**config.mk**
```make
export PLATFORM = sky130hd
export DESIGN_NAME = mjc_queue
export DESIGN_NICKNAME = d
export VERILOG_FILES = /design/src/design/mjc_pkg.sv /design/src/design/mjc_queue.sv
export SDC_FILE = /design/constraint.sdc
export NUM_CORES = 1
export LEC_CHECK = 0
export BUFFER_PORTS_ARGS = -buffer_cell sky130_fd_sc_hd__clkbuf_2
export CORE_MARGIN = 3
export CORE_UTILIZATION = 45
export DETAILED_ROUTE_END_ITERATION = 10
export GPL_ROUTABILITY_DRIVEN = 0
export GPL_TIMING_DRIVEN = 1
export SLEW_MARGIN = 5
export SYNTH_ARGS = -nofsm -noshare
export SYNTH_HDL_FRONTEND = slang
export SYNTH_SLANG_ARGS = --single-unit
```
**constraint.sdc**
```tcl
create_clock -name clk -period 9 [get_ports clk]
set_clock_uncertainty 0.05 [all_clocks]
set_input_delay 2.25 -clock clk [delete_from_list [all_inputs] [get_ports clk]]
set_output_delay 2.25 -clock clk [all_outputs]
set_load 0.03 [all_outputs]
```
**src/design/mjc_pkg.sv**
```systemverilog
package mjc_pkg;

	localparam int IN_FRAC_BITS = 16;
	localparam int IN_W  = 32;
	localparam int T_W   = 24;
	localparam int C_W   = 64;
	localparam int DIV_BITS = 64;

	function automatic int imax(input int a, input int b);
		return (a > b) ? a : b;
	endfunction

	localparam int DIF_W  = IN_W + 1;
	localparam int VT_W   = IN_W + T_W + 1;
	localparam int T2_W   = 2 * T_W;
	localparam int T3_W   = 3 * T_W;
	localparam int T4_W   = 4 * T_W;
	localparam int T5_W   = 5 * T_W;
	localparam int ATT_W  = VT_W + T_W + 1;
	localparam int B1_W   = imax(DIF_W + IN_FRAC_BITS, VT_W) + 1;
	localparam int B1T_W  = B1_W + T_W + 1;
	localparam int B2T_W  = DIF_W + T_W + 1;
	localparam int B2TT_W = B2T_W + T_W + 1;
	localparam int B0_W   = imax(imax(DIF_W + 2 * IN_FRAC_BITS + 1, VT_W + IN_FRAC_BITS + 1),
		ATT_W) + 2;
	localparam int N_W    = imax(imax(B0_W, B1T_W), B2TT_W) + 6;
	localparam int DEN_W  = T5_W + 1;
	localparam int SH3    = 31;
	localparam int SH4    = IN_FRAC_BITS + 31;
	localparam int SH5    = 2 * IN_FRAC_BITS + 31;
	localparam int XW     = imax(N_W + SH5 + 2, DEN_W + DIV_BITS);

	localparam int Q_DEPTH = 4;
	localparam int Q_AW    = 2;
	localparam int LAT     = 6 + 1 + DIV_BITS;

	localparam logic [1:0] ST_OK     = 2'd0;
	localparam logic [1:0] ST_ZERO_T = 2'd1;
	localparam logic [1:0] ST_SAT    = 2'd2;

	localparam logic signed [C_W-1:0] COEF_MAX = {1'b0, {(C_W-1){1'b1}}};
	localparam logic signed [C_W-1:0] COEF_MIN = {1'b1, {(C_W-1){1'b0}}};

	typedef logic signed [IN_W-1:0]   in_t;
	typedef logic [T_W-1:0]           t_t;
	typedef logic signed [DIF_W-1:0]  dif_t;
	typedef logic signed [VT_W-1:0]   vt_t;
	typedef logic [T2_W-1:0]          t2_t;
	typedef logic [T3_W-1:0]          t3_t;
	typedef logic [T4_W-1:0]          t4_t;
	typedef logic [T5_W-1:0]          t5_t;
	typedef logic signed [ATT_W-1:0]  att_t;
	typedef logic signed [B1_W-1:0]   b1_t;
	typedef logic signed [B1T_W-1:0]  b1t_t;
	typedef logic signed [B2T_W-1:0]  b2t_t;
	typedef logic signed [B2TT_W-1:0] b2tt_t;
	typedef logic signed [B0_W-1:0]   b0_t;
	typedef logic signed [N_W-1:0]    n_t;
	typedef logic [N_W-1:0]           mag_t;
	typedef logic [XW-1:0]            num_t;
	typedef logic [DEN_W-1:0]         den_t;
	typedef logic signed [C_W-1:0]    coef_t;

	typedef struct packed {
		logic zero;
		in_t  p0;
		in_t  v0;
		in_t  a0;
		t_t   t;
		dif_t dp;
		dif_t dv;
		dif_t b2;
	} entry_t;

	typedef struct packed {
		num_t num;
		den_t den;
		logic neg;
	} div_in_t;

	typedef struct packed {
		logic [DIV_BITS-1:0] q;
		logic                ovf;
		logic                neg;
	} div_out_t;

endpackage

```
**src/design/mjc_queue.sv**
```systemverilog
module mjc_queue import mjc_pkg::*; (
	input  logic   clk,
	input  logic   arst_n,
	input  logic   push,
	input  entry_t wdata,
	output logic   full,
	input  logic   pop,
	output entry_t rdata,
	output logic   nempty
);

	entry_t          mem_q [Q_DEPTH];
	logic [Q_AW-1:0] wr_q;
	logic [Q_AW-1:0] rd_q;
	logic [Q_AW:0]   cnt_q;

	assign full   = (cnt_q == (Q_AW+1)'(Q_DEPTH));
	assign nempty = (cnt_q != '0);
	assign rdata  = mem_q[rd_q];

	always_ff @(posedge clk) begin
		if (push) begin
			mem_q[wr_q] <= wdata;
		end
	end

	always_ff @(posedge clk or negedge arst_n) begin
		if (!arst_n) begin
			wr_q  <= '0;
			rd_q  <= '0;
			cnt_q <= '0;
		end else begin
			if (push) begin
				wr_q <= wr_q + 1'b1;
			end
			if (pop) begin
				rd_q <= rd_q + 1'b1;
			end
			if (push && !pop) begin
				cnt_q <= cnt_q + 1'b1;
			end else if (pop && !push) begin
				cnt_q <= cnt_q - 1'b1;
			end
		end
	end

endmodule

```
==> impl_metrics.tcl <==
set metrics [dict create \
    status "finished, final reports clean" \
    final.min_clock_period_ns 5.44 \
    cts_made_buffers 90 \
    r2r_cells 4 \
    hold_path.class "reg -> reg" \
    fin_total_pwr_mw 14.0 \
    vias 14200 \
    slew_viol_final 0 \
    drc 0 \
    grt_overflow_total 0 \
    ctsResizeCount 0 \
    finalSetupViolations 0 \
    p_leak_nw 13.1 \
    seqPwrFrac 0.403 \
    fin_crit_sh 0.605 \
    p_comb_frac 0.326 \
    die_area_um2 74700 \
    drv_cap 0 \
    htree_num_levels 3 \
    rsz0062_at_grt "false" \
    holdWs_ns 0.447 \
    path_clk_slew_ns 0.06 \
    synth_nets 1414 \
    mostFrequentLayoutCells "edfxtp_1 (880), clkbuf_2 (445), mux4_2 (220), clkbuf_16 (90), clkinv_1 (30)" \
    numPortBuffers 445 \
    end_kind "output pin" \
    synth-seq-cells 887 \
    grt_max_degree 121 \
    cts_hold_buf 0 \
    cp-start-kind "flip-flop" \
    syn_inst 1184 \
    p_per_area_nw_per_um2 363 \
    fill_cells 5371 \
    synth_seq_area_share 0.827 \
    grt_usage 0.172 \
    antenna_found_initial 13 \
    core_um2 70400 \
    critical_path.max_fanout 110 \
    rows 97 \
    wl_per_cell_um 23.6 \
    clockRootBuffer "clkbuf_16" \
    tns_ns 0 \
    finalWirelength_um 63900 \
    ir_drop_mv 0.237 \
    path_class "reg -> out" \
    area_growth_pct 19.6 \
    nNetsFinal 1914 \
    vias_per_cell 5.26 \
    grt_pass1_wl_um 96300 \
    crit_required_ns 6.70 \
    synthesis.area_um2 32100 \
    pre_cts_slack_ns 4.20 \
    worst_pin_slew_ns 1.19 \
    synth_warnings 0 \
    postCtsSetupBuffers 0 \
    p_int_mw 9.23 \
    clock_path_buffers 3 \
    slew_headroom 0.204 \
    grt_pass1_vias 15300 \
    setup_ws_ns 3.56 \
    fmax_ghz 0.184 \
    clkLatencyLatePin_ns 0.63 \
    cp.arrival_ns 3.14 \
    cts_sinks 887 \
    cts_tree "yes" \
    synth_cell_types 18 \
    p_clk_frac 0.271 \
    die_h_um 273 \
    power.switching_mw 4.72 \
    initial_core_util 0.457 \
    finalHoldViolCount 0 \
    syn_avg_cell_area_um2 27.2 \
    die_w_um 273 \
    drive_gt1_frac 0.461 \
    drt.antenna.violating_nets 0 \
    whs_path_depth 1 \
    final_util 0.546 \
    boundaryPins 446 \
    layout_commonest_cell "edfxtp_1" \
    drt_pass1_iterations 5 \
    drtIter0Drc 835 \
    hpwl_um 38500 \
    swShare 0.339 \
]
==> worst paths after layout <==
kind	startpoint	slack (ns)	to
max in group asynchronous	arst_n	7.30	rd_q[1]
max reg2reg	wr_q[0]	6.23	mem_q[2][91]
max	rd_q[0]	3.56	rdata[103]
min in group asynchronous	arst_n	1.40	rd_q[0]
min reg2reg	cnt_q[2]	0.45	cnt_q[2]
min	cnt_q[2]	0.45	cnt_q[2]
==> cells in the mapped netlist <==
cell,count,share of area
or3_1,1,0.00019
inv_1,4,0.00047
dfrtp_1,7,0.0054
ha_1,5,0.0019
o21ai_0,1,0.00016
nor3b_1,1,0.00023
buf_6,21,0.0074
edfxtp_1,880,0.82
xnor2_1,2,0.00054
mux4_2,220,0.15
fa_1,1,0.00062
clkbuf_1,4,0.00047
and2_1,4,0.00078
xor2_1,4,0.0011
mux2_2,1,0.00035
nor2_1,1,0.00012
nand2_1,2,0.00023
buf_2,25,0.0039
==> layout make-up <==
type / instances / area (um2) / area share
clock inverter: 66 / 767 / 0.0199
clock buffer: 101 / 2290 / 0.0596
sequential: 887 / 26600 / 0.692
timing repair buffer: 458 / 2410 / 0.0627
antenna: 8 / 20.0 / 0.000521
tap: 940 / 1180 / 0.0306
multi-input combinational: 243 / 5170 / 0.134
inverter: 4 / 15.0 / 0.000390
==> cell families after synthesis <==
family / after synthesis / share of synthesized area
mux: 221 / 0.154
simple gates: 9 / 0.00156
compound gates: 1 / 0.000156
xor+xnor: 6 / 0.00163
buf+inv: 54 / 0.0122
flops: 887 / 0.827
fa+ha+maj: 6 / 0.00257
==> power groups by stage <==
stage | logic [mW] | registers, mW | clock network [mW]
after global placement | 4.67 | 5.68 | 0
final | 4.55 | 5.62 | 3.78
after global routing | 4.83 | 5.70 | 4.06
after CTS | 4.67 | 5.64 | 3.88
after floorplan | 3.41 | 5.77 | 0
after detailed placement | 4.66 | 5.72 | 0
==> critical path, cell delays in order, from the launching register on <==
cell and delay [ns]:
dfrtp_4 0.69, buf_12 0.53, mux4_2 0.67, clkbuf_2 0.21
==> routing by layer <==
metal / track usage / wire (um)
met5: 0 / 49
met4: 0.0603 / 1690
met3: 0.0562 / 4920
met2: 0.282 / 32200
met1: 0.218 / 25000
==> registers in the layout, indices dropped and copies added (netlist names) <==
name and cells:
wr_q 2, rd_q 2, cnt_q 3, mem_q 880
==> per-stage QoR <==
stage	std cells	area, um2
finish	2707	38500
global route	2704	38500
CTS	2699	38400
detailed placement	2532	35400
global placement	2532	35400
floorplan	1184	32100
Note: power is estimated with default switching activity, not from simulation.
