File: src/design/mjc_pkg.sv
package mjc_pkg;

	localparam int IN_FRAC_BITS = 16;
	localparam int IN_W  = 32;
	localparam int T_W   = 24;
	localparam int C_W   = 64;
	localparam int DIV_BITS = 64;

	function automatic int imax(input int a, input int b);
		return (a > b) ? a : b;
	endfunction

	localparam int DIF_W  = IN_W + 1;
	localparam int VT_W   = IN_W + T_W + 1;
	localparam int T2_W   = 2 * T_W;
	localparam int T3_W   = 3 * T_W;
	localparam int T4_W   = 4 * T_W;
	localparam int T5_W   = 5 * T_W;
	localparam int ATT_W  = VT_W + T_W + 1;
	localparam int B1_W   = imax(DIF_W + IN_FRAC_BITS, VT_W) + 1;
	localparam int B1T_W  = B1_W + T_W + 1;
	localparam int B2T_W  = DIF_W + T_W + 1;
	localparam int B2TT_W = B2T_W + T_W + 1;
	localparam int B0_W   = imax(imax(DIF_W + 2 * IN_FRAC_BITS + 1, VT_W + IN_FRAC_BITS + 1),
		ATT_W) + 2;
	localparam int N_W    = imax(imax(B0_W, B1T_W), B2TT_W) + 6;
	localparam int DEN_W  = T5_W + 1;
	localparam int SH3    = 31;
	localparam int SH4    = IN_FRAC_BITS + 31;
	localparam int SH5    = 2 * IN_FRAC_BITS + 31;
	localparam int XW     = imax(N_W + SH5 + 2, DEN_W + DIV_BITS);

	localparam int Q_DEPTH = 4;
	localparam int Q_AW    = 2;
	localparam int LAT     = 6 + 1 + DIV_BITS;

	localparam logic [1:0] ST_OK     = 2'd0;
	localparam logic [1:0] ST_ZERO_T = 2'd1;
	localparam logic [1:0] ST_SAT    = 2'd2;

	localparam logic signed [C_W-1:0] COEF_MAX = {1'b0, {(C_W-1){1'b1}}};
	localparam logic signed [C_W-1:0] COEF_MIN = {1'b1, {(C_W-1){1'b0}}};

	typedef logic signed [IN_W-1:0]   in_t;
	typedef logic [T_W-1:0]           t_t;
	typedef logic signed [DIF_W-1:0]  dif_t;
	typedef logic signed [VT_W-1:0]   vt_t;
	typedef logic [T2_W-1:0]          t2_t;
	typedef logic [T3_W-1:0]          t3_t;
	typedef logic [T4_W-1:0]          t4_t;
	typedef logic [T5_W-1:0]          t5_t;
	typedef logic signed [ATT_W-1:0]  att_t;
	typedef logic signed [B1_W-1:0]   b1_t;
	typedef logic signed [B1T_W-1:0]  b1t_t;
	typedef logic signed [B2T_W-1:0]  b2t_t;
	typedef logic signed [B2TT_W-1:0] b2tt_t;
	typedef logic signed [B0_W-1:0]   b0_t;
	typedef logic signed [N_W-1:0]    n_t;
	typedef logic [N_W-1:0]           mag_t;
	typedef logic [XW-1:0]            num_t;
	typedef logic [DEN_W-1:0]         den_t;
	typedef logic signed [C_W-1:0]    coef_t;

	typedef struct packed {
		logic zero;
		in_t  p0;
		in_t  v0;
		in_t  a0;
		t_t   t;
		dif_t dp;
		dif_t dv;
		dif_t b2;
	} entry_t;

	typedef struct packed {
		num_t num;
		den_t den;
		logic neg;
	} div_in_t;

	typedef struct packed {
		logic [DIV_BITS-1:0] q;
		logic                ovf;
		logic                neg;
	} div_out_t;

endpackage

File: src/design/mjc_if.sv
interface mjc_req_if import mjc_pkg::*; ();
	logic valid;
	logic ready;
	in_t  start_pos;
	in_t  start_vel;
	in_t  start_acc;
	in_t  end_pos;
	in_t  end_vel;
	in_t  end_acc;
	t_t   duration;

	modport source(output valid, start_pos, start_vel, start_acc, end_pos, end_vel, end_acc,
		duration, input ready);
	modport sink(input valid, start_pos, start_vel, start_acc, end_pos, end_vel, end_acc,
		duration, output ready);
endinterface


File: src/design/mjc_front.sv
module mjc_front import mjc_pkg::*; (
	mjc_req_if.sink req,
	input  logic    full,
	output logic    push,
	output entry_t  entry
);

	assign req.ready = !full;
	assign push      = req.valid && !full;

	always_comb begin
		entry.zero = (req.duration == '0);
		entry.p0   = req.start_pos;
		entry.v0   = req.start_vel;
		entry.a0   = req.start_acc;
		entry.t    = req.duration;
		entry.dp   = dif_t'(req.end_pos) - dif_t'(req.start_pos);
		entry.dv   = dif_t'(req.end_vel) - dif_t'(req.start_vel);
		entry.b2   = dif_t'(req.end_acc) - dif_t'(req.start_acc);
	end

endmodule

File: src/flat_wrapper.sv
// flat-port wrapper written by rule: the top's interface ports become plain ports
module mjc_front_flat import mjc_pkg::*;
  (full, push, entry, req_valid, req_start_pos, req_start_vel, req_start_acc, req_end_pos, req_end_vel, req_end_acc, req_duration, req_ready);
  mjc_req_if req_i ();
  input  logic full;
  output logic push;
  output entry_t entry;
  input wire logic [$bits(req_i.valid)-1:0] req_valid;
  input wire logic [$bits(req_i.start_pos)-1:0] req_start_pos;
  input wire logic [$bits(req_i.start_vel)-1:0] req_start_vel;
  input wire logic [$bits(req_i.start_acc)-1:0] req_start_acc;
  input wire logic [$bits(req_i.end_pos)-1:0] req_end_pos;
  input wire logic [$bits(req_i.end_vel)-1:0] req_end_vel;
  input wire logic [$bits(req_i.end_acc)-1:0] req_end_acc;
  input wire logic [$bits(req_i.duration)-1:0] req_duration;
  output wire logic [$bits(req_i.ready)-1:0] req_ready;
  assign req_i.valid = req_valid;
  assign req_i.start_pos = req_start_pos;
  assign req_i.start_vel = req_start_vel;
  assign req_i.start_acc = req_start_acc;
  assign req_i.end_pos = req_end_pos;
  assign req_i.end_vel = req_end_vel;
  assign req_i.end_acc = req_end_acc;
  assign req_i.duration = req_duration;
  assign req_ready = req_i.ready;
  mjc_front u_core (.req(req_i), .full(full), .push(push), .entry(entry));
endmodule
File: config.mk
export PLATFORM = sky130hd
export DESIGN_NAME = mjc_front_flat
export DESIGN_NICKNAME = d
export VERILOG_FILES = /design/src/design/mjc_pkg.sv /design/src/design/mjc_if.sv /design/src/design/mjc_front.sv /design/src/flat_wrapper.sv
export SDC_FILE = /design/constraint.sdc
export NUM_CORES = 1
export LEC_CHECK = 0
export ABC_CLOCK_PERIOD_IN_PS = 6840
export BUFFER_PORTS_ARGS = -buffer_cell sky130_fd_sc_hd__buf_2
export CORE_AREA = 2 2 173 175
export DETAILED_ROUTE_END_ITERATION = 12
export DIE_AREA = 0 0 175 177
export SLEW_MARGIN = 5
export SYNTH_ARGS = -nofsm -noshare
export SYNTH_HDL_FRONTEND = slang
export SYNTH_SLANG_ARGS = --single-unit
File: constraint.sdc
create_clock -name vclk -period 6.84
set_input_delay 0.684 -clock vclk [all_inputs]
set_output_delay 0.684 -clock vclk [all_outputs]
set_load 0.005 [all_outputs]
==> results of run 1 <==
[worst max path at each step]
stage,from,end,slack [ps],cells after the start
after floorplan,req_end_pos[0],entry[98],3310,11
after detailed placement,req_end_pos[0],entry[98],2690,13
after global routing,req_end_pos[0],entry[98],2480,13
after CTS,req_end_pos[0],entry[98],2690,13
after global placement,req_end_pos[0],entry[98],2710,13
final,req_end_pos[0],entry[98],2650,13
[placed cells by master (no fill, tap or decap), types with 5 or more instances in the layout]
| cell type | instances |
|---|---|
| buf_2 | 440 |
| inv_1 | 135 |
| ha_1 | 96 |
| a21oi_1 | 87 |
| nand2_1 | 59 |
| nor2_1 | 54 |
| xnor2_1 | 54 |
| o21ai_0 | 44 |
| a21o_1 | 39 |
| xor2_1 | 30 |
| nand3_1 | 20 |
| nand4_1 | 16 |
| nor3_1 | 14 |
| o21a_1 | 12 |
| o211ai_1 | 12 |
| nand2b_1 | 12 |
| nor2b_1 | 12 |
| and3_1 | 10 |
| a31oi_1 | 9 |
| a211oi_1 | 8 |
| nor4_1 | 7 |
| o21bai_1 | 6 |
| and2_1 | 5 |
| o22ai_1 | 5 |
[cell usage after synthesis (3+ instances only)]
cell type / count / share of area
a2111oi_0: 4 / 0.0055
a211oi_1: 8 / 0.0094
a21o_1: 39 / 0.046
a21oi_1: 87 / 0.068
a31o_2: 3 / 0.0041
a31oi_1: 9 / 0.0088
and2_1: 5 / 0.0049
and3_1: 10 / 0.0098
buf_4: 120 / 0.14
clkbuf_1: 10 / 0.0059
fa_1: 3 / 0.0094
ha_1: 96 / 0.19
inv_1: 135 / 0.080
nand2_1: 59 / 0.035
nand2b_1: 12 / 0.012
nand3_1: 20 / 0.016
nand4_1: 16 / 0.016
nor2_1: 54 / 0.032
nor2b_1: 12 / 0.012
nor3_1: 14 / 0.011
nor4_1: 7 / 0.0069
o211ai_1: 12 / 0.014
o21a_1: 12 / 0.014
o21ai_0: 44 / 0.035
o21ai_1: 4 / 0.0031
o21bai_1: 6 / 0.0071
o221ai_1: 3 / 0.0041
o22ai_1: 5 / 0.0049
o31a_1: 4 / 0.0055
o31ai_1: 4 / 0.0047
o41ai_1: 3 / 0.0041
or2_2: 4 / 0.0039
xnor2_1: 54 / 0.074
xor2_1: 30 / 0.041
[report_power, final]
| part | internal, mW | switching [mW] |
|---|---|---|
| Combinational | 0.374 | 0.443 |
| Clock | 0.0000000785 | 0 |
| Sequential | 0 | 0 |
| Total | 0.374 | 0.443 |
[metrics by stage]
stage	cell area [um^2]	worst slack, ps	total power, mW
final	8120	2650	0.818
after global routing	8110	2480	0.905
after CTS	8110	2690	0.821
after detailed placement	8110	2690	0.816
after global placement	8110	2710	0.815
after floorplan	6370	3310	0.512
[area by class of cell]
cell class                      instances  area [um^2]
Tap cell                              390          488
Fill cell                            3336        21100
Inverter                              135          507
Multi-Input combinational cell        685         4910
Antenna cell                            4         10.0
Timing Repair Buffer                  440         2200
[worst max-delay path: cells and delay by family]
kind                     cells  cell delay [ps]
AND/OR/NAND/NOR              1              140
adder cells (fa/ha/maj)      2              640
AO/OA/AOI/OAI                7             1800
buffers and inverters        3              240
[per-layer routing]
layer  GRT usage  up-vias  wire (um)
met3      0.0146       24       1750
met5           0        -          0
met2       0.269      362      12400
met4      0.0278        0        510
li1            -     3824          -
met1       0.182     3544      10300
[logic make-up (layout without fill, tap and decap cells)]
kind of cell,count (synthesis),in the layout,share of synthesized area
adder cells (fa/ha/maj),99,99,0.198
AO/OA/AOI/OAI,275,275,0.280
buffers and inverters,268,575,0.229
XOR/XNOR,84,84,0.116
AND/OR/NAND/NOR,226,226,0.176
multiplexers,1,1,0.00157
other,0,4,0
==> qor.txt, run 1 <==
Avg Cell Area, Syn: 6.68 um^2
Post-route ant nets: 0
Die X: 175 um
Worst Setup End Kind: output pin
Vias per cell: 4.69
Req. time, crit path: 6160 ps
Port bufs: 440
Via count: 7754
Register cell area after layout: 0 um^2
Setup CP Type: in2out
RSZ-0062 raised after global routing: false
Post-CTS setup buffers: 0
GRT Resource Usage Total: 0.145
Final WL: 24900 um
Initial antenna violation count: 4
Layout cell share with drive strength beyond 1: 0.360
First-pass GRT wire length: 36600 um
Layout Cells excl Fill: 1654
Vias in the first global route: 7053
Global placer's final weighted congestion: 0.912
Post-synthesis sequential area ratio: 0
Synthesized cell area: 6370 um^2
Yosys warnings: 0
WL/cell: 15.0 um
Post-CTS resize count: 0
Final layout net count: 1579
Sink of the worst hold path: entry[153]
Initial DRT Pass Iterations: 5
CP Launch Type: primary input
Max Freq: 238 MHz
Crit-path cells: buf_2, inv_1, ha_1, fa_1, nor2b_4, o31a_1, o41ai_1, o21ai_0, o31ai_1, a32oi_1, a21oi_1, a221o_1, buf_2
Final setup viols: 0
Final Core Density: 0.278
Initial drt markers: 434
Setup TNS: 0 ps
Period minus WS final: 4190 ps
Netlist cell types: 64
Max stage delay cell, worst path: o21ai_0
DIE HEIGHT: 177 um
Maxcap violations: 0
Worst Hold Class: in2out
Worst path most repeated cell: buf_2
Fin. Hold Viols: 0
Rows: 63
Layout area overhead: 27.4%
Max-slew violations: 0
Core area: 29200 um^2
Power Dens Cells: 101 nW/um^2
Starting Density: 0.218
DP HPWL: 22600 um
Hold WS: 1550 ps
# IOs: 440
Num sequential: 0
Worst slew pin tran: 640 ps
Hold Path Depth: 2
Largest net degree at the start of global routing: 10
Worst rel slew slack: 0.569
Die area: 31000 um^2
Cell leakage power: 4.61 nW
Post-synthesis cell count: 953
CP max FO: 4
Clkbuf count: 0
Total grt overflow: 0
Status: finished clean
Slowest stage delay, CP: 530 ps
Period utilization: 0.613
VDD IR max: 0.0000434 V
Mapped Nets: 1270
Remaining DRCs: 0
Arrival @ worst endpoint: 3510 ps
Hold Path Origin: req_start_acc[30]
Hold Buf Count CTS: 0
DP Cell Count: 1650
(Power assumes the default switching activity.)
==> run 2: changes to the inputs <==
ABC_CLOCK_PERIOD_IN_PS = 3400   (was 6840)
clock period = 3.4 ns   (was 6.84 ns; I/O delays follow)
==> run 2 against run 1 <==
Routed wire length rose by 1.6%. Utilization rose by 0.32 points. First-iteration DRC count fell by 17%. Sequential share of layout area did not move. Count of clock-buffer cells in the layout did not move. Design area rose by 1.2%. Cell count rose by 0.48%. Via count rose by 0.83%. Setup slack got worse by 2500 ps. Die area did not move.
==> qor.txt, run 2 (synthesized netlist as in run 1, its figures left out) <==
VDD IR max: 0.0000954 V (+120%)
Clkbuf count: 0 (unchanged)
Arrival @ worst endpoint: 2920 ps (-590 ps)
Total power: 1.68 mW (+110%)
Filler instances: 3312 (-0.72%)
First-pass GRT wire length: 36900 um (+0.77%)
Max-slew violations: 0 (unchanged)
Power Dens Cells: 204 nW/um^2 (+100%)
Via count: 7818 (+0.83%)
Post-CTS setup buffers: 0 (unchanged)
DIE HEIGHT: 177 um (unchanged)
Starting Density: 0.218 (unchanged)
Crit path from: req_end_pos[0]
Met3 usage: 0.0122 (-0.00236)
CP Launch Type: primary input
Worst Setup End Kind: output pin
Worst Hold Class: in2out
CP max FO: 3 (-1)
Register cell area after layout: 0 um^2 (unchanged)
RSZ-0062 raised after global routing: false
Busiest metal layer after global routing: met2
DP HPWL: 22800 um (+0.92%)
GRT Resource Usage Total: 0.146 (+0.00124)
Period utilization: 0.958
Remaining DRCs: 0 (unchanged)
Rows: 63 (unchanged)
Vias per cell: 4.70 (+0.34%)
GRT met2 Usage: 0.276 (+0.00642)
Crit-path cells: buf_2, inv_1, ha_1, fa_1, nor2b_4, o31a_1, o41ai_1, o21ai_0, o31ai_1, a32oi_1, buf_4, nand4b_1, o211ai_1, buf_2
Hold WS: 860 ps (-688 ps)
Commonest cells after routing, fill and taps aside: buf_2, inv_1, ha_1
Port bufs: 440 (unchanged)
Cell leakage power: 4.67 nW (+1.2%)
Num sequential: 0 (unchanged)
Maxcap violations: 0 (unchanged)
Setup CP Type: in2out
Period minus WS final: 3260 ps
Final layout net count: 1590 (+0.70%)
Initial antenna violation count: 4 (unchanged)
Final WL: 25300 um (+1.6%)
Initial DRT Pass Iterations: 5 (unchanged)
Post-route ant nets: 0 (unchanged)
Hold Path Depth: 2 (unchanged)
Initial drt markers: 361 (-17%)
Most common cell after layout, fill and taps aside: buf_2
Sink of the worst hold path: entry[153]
Largest net degree at the start of global routing: 10 (unchanged)
Worst rel slew slack: 0.657 (+0.0884)
Req. time, crit path: 3060 ps (-3100 ps)
Die X: 175 um (unchanged)
Layout area overhead: 28.9%
Status: finished clean
Hold Path Origin: req_start_acc[30]
Final setup viols: 0 (unchanged)
# IOs: 440 (unchanged)
Worst slew pin tran: 509 ps (-131 ps)
Worst path most repeated cell: buf_2
Core area: 29200 um^2 (unchanged)
Total grt overflow: 0 (unchanged)
Vias in the first global route: 7092 (+0.55%)
WL/cell: 15.2 um (+1.1%)
Die area: 31000 um^2 (unchanged)
Layout cell share with drive strength beyond 1: 0.367 (+0.00790)
Max Freq: 307 MHz
Setup TNS: 0 ps (unchanged)
Global placer's final weighted congestion: 0.915 (+0.42%)
Met1 usage: 0.184 (+0.00210)
Slowest stage delay, CP: 460 ps (-70 ps)
Fin. Hold Viols: 0 (unchanged)
Max stage delay cell, worst path: fa_1
==> run 2: changes by cell type in the layout (fill, tap and decap cells not counted) <==
cell | previous run | this run
o21ai_1 | 4 | 5
o21ai_0 | 44 | 43
a211oi_1 | 8 | 7
a311oi_2 | 0 | 1
buf_4 | 0 | 11
a41oi_2 | 0 | 1
a41oi_1 | 2 | 1
a211oi_2 | 0 | 1
a311oi_1 | 2 | 1
diode_2 | 4 | 1
==> run 2: how the worst max path moves through the flow <==
stage | endpoint | slack (ps)
finish | entry[94] | 140
global route | entry[63] | 10
CTS | entry[63] | 140
detailed placement | entry[95] | 150
global placement | entry[95] | 180
floorplan | entry[98] | 560
==> run 2: power breakdown <==
part,total (mW),internal [mW],switching (mW)
Combinational,1.68,0.772,0.906
Sequential,0,0,0
Clock,0.0000000395,0.0000000395,0
Total,1.68,0.772,0.906
==> run 2: layout make-up <==
cell class         instances  area (um^2)  area share
multi-input cells        685         4930       0.600
repair buffers           451         2280       0.278
inverters                135          507      0.0617
well taps                390          488      0.0594
diodes                     1         2.50    0.000305
==> run 2: repair_timing <==
item | CTS | global route
hold buffers | 0 | 0
endpoints found under the hold margin | 0 | 0
setup endpoints to repair | 0 | 4
resized for setup | 0 | 4
==> run 2: per-layer routing <==
metal  vias up  part of all wire
li1       3849                 -
met1      3597              0.42
met2       354              0.50
met3        18             0.065
met4         0             0.015
met5         -                 0
==> run 2: through the flow <==
stage,std cells,utilization,instance area (um^2),setup slack [ps]
after floorplan,953,-,6370,561
after global placement,1661,0.280,8190,185
after detailed placement,1661,0.280,8190,149
after CTS,1661,0.280,8190,139
after global routing,1662,0.281,8210,10.0
final,1662,0.281,8210,143
==> run 2: critical path: cells and delay by family <==
kind / cells / cell delay, ps
simple gates: 2 / 240
compound gates: 6 / 1210
buf+inv: 4 / 440
fa+ha+maj: 2 / 690
==> run 3: changes to the inputs <==
RECOVER_POWER = 25   (was not set)
REMOVE_ABC_BUFFERS = 1   (was not set)
==> run 3 against run 2 <==
Routed wire length decreased by 2.3%. First-iteration DRC count up 4.7%. Sequential cell count is the same. Setup slack got worse by 31 ps. Maximum frequency fell by 0.94%. Utilization is essentially flat. Global-route usage about the same. Combinational power hardly changed. Via count decreased by 3.1%. Critical path type unchanged. Critical endpoint is now entry[63].
==> qor.txt, run 3 (synthesized netlist as in run 1, its figures left out) <==
Initial drt markers: 378 (+4.7%)
Max stage delay cell, worst path: fa_1
Worst path most repeated cell: buf_2
Most common cell after layout, fill and taps aside: buf_2
CP max FO: 3 (unchanged)
Worst Setup End Kind: output pin
Area of the multi-input gates: 4950 um^2 (+0.56%)
Via count: 7575 (-3.1%)
First-pass GRT wire length: 36600 um (-0.77%)
Crit path from: req_end_vel[0]
Fin. Hold Viols: 0 (unchanged)
Total grt overflow: 0 (unchanged)
Final setup viols: 0 (unchanged)
Hold Buf Count CTS: 0 (unchanged)
Setup CP Type: in2out
VDD IR max: 0.0000854 V (-10%)
Rows: 63 (unchanged)
Pre-CTS setup slack: 114 ps (-35.2 ps)
Die area: 31000 um^2 (unchanged)
Arrival @ worst endpoint: 2950 ps (+30 ps)
# IOs: 440 (unchanged)
Filler instances: 3333 (+0.63%)
Worst rel slew slack: 0.690 (+0.0325)
Worst slew pin tran: 460 ps (-49.0 ps)
Global placer's final weighted congestion: 0.905 (-1.1%)
Die X: 175 um (unchanged)
Post-route ant nets: 0 (unchanged)
DP HPWL: 22300 um (-2.0%)
Final setup margin: 112 ps (-30.9 ps)
Final Core Density: 0.281 (+0.000470)
Vias in the first global route: 7103 (+0.16%)
Max Freq: 304 MHz (-0.94%)
Final layout net count: 1590 (unchanged)
Worst Hold Class: in2out
Final WL: 24700 um (-2.3%)
Status: finished clean
Setup TNS: 0 ps (unchanged)
Initial DRT Pass Iterations: 5 (unchanged)
Req. time, crit path: 3060 ps (about the same)
Buf+Inv Stages, Crit Path: 4 (unchanged)
Starting Density: 0.218 (unchanged)
Layout area overhead: 29.1%
Largest net degree at the start of global routing: 10 (unchanged)
CP Launch Type: primary input
Period utilization: 0.967 (+0.00908)
Slowest stage delay, CP: 420 ps (-40 ps)
Port bufs: 440 (unchanged)
Remaining DRCs: 0 (unchanged)
Crit-path cells: buf_2, inv_1, ha_1, fa_1, nor2b_1, o2111ai_1, a31oi_1, o21bai_2, o21ai_1, a311oi_2, buf_4, mux2i_1, o211ai_1, buf_2
Max-slew violations: 0 (unchanged)
Power Dens Cells: 204 nW/um^2 (-0.22%)
Maxcap violations: 0 (unchanged)
Register cell area after layout: 0 um^2 (unchanged)
DIE HEIGHT: 177 um (unchanged)
Commonest cells after routing, fill and taps aside: buf_2, inv_1, ha_1
CP top delay family: compound AO/OA/AOI/OAI gates
Hold WS: 860 ps (-0.469 ps)
Num sequential: 0 (unchanged)
Core area: 29200 um^2 (unchanged)
Hold Path Origin: req_start_vel[15]
Initial antenna violation count: 7 (+3)
GRT Resource Usage Total: 0.146 (-0.000410)
WL/cell: 14.8 um (-2.4%)
Vias per cell: 4.55 (-3.2%)
Period minus WS final: 3290 ps (+30.9 ps)
Clkbuf count: 0 (unchanged)
RSZ-0062 raised after global routing: false
Layout cell share with drive strength beyond 1: 0.361 (-0.00629)
Cell leakage power: 4.63 nW (-0.81%)
[run 3: what timing repair did]
item,CTS,global route
gates resized for setup,0,14
buffers inserted,0,1
endpoints found under the setup margin,0,8
[run 3: where the power goes]
part | internal (mW) | switching [mW] | total [mW]
clock network | 0.000000119 | 0 | 0.000000119
registers | 0 | 0 | 0
logic | 0.773 | 0.905 | 1.68
[run 3: stage by stage]
step | power (mW) | instance area [um^2] | cells
2_1_floorplan | 0.913 | 5420 | 820
3_3_place_gp | 1.67 | 8180 | 1660
3_5_place_dp | 1.67 | 8180 | 1660
4_1_cts | 1.68 | 8180 | 1660
5_1_grt | 1.87 | 8220 | 1663
6_report | 1.68 | 8220 | 1664
[run 3: cell type report]
cell class | count | area share
Inverter | 135 | 0.0616
Timing Repair Buffer | 451 | 0.276
Tap cell | 390 | 0.0593
Antenna cell | 3 | 0.000913
Multi-Input combinational cell | 685 | 0.603
[run 3: path summary, 6_finish.rpt]
path    endpoint  depth (start not counted)
max    entry[63]                         14
min   entry[170]                          2
[run 3: layer usage]
layer | up-vias | routed length (um) | GRT usage
li1 | 3851 | - | -
met1 | 3404 | 9990 | 0.171
met2 | 294 | 12600 | 0.279
met3 | 24 | 1590 | 0.0223
met4 | 2 | 549 | 0.0309
met5 | - | 11 | 0
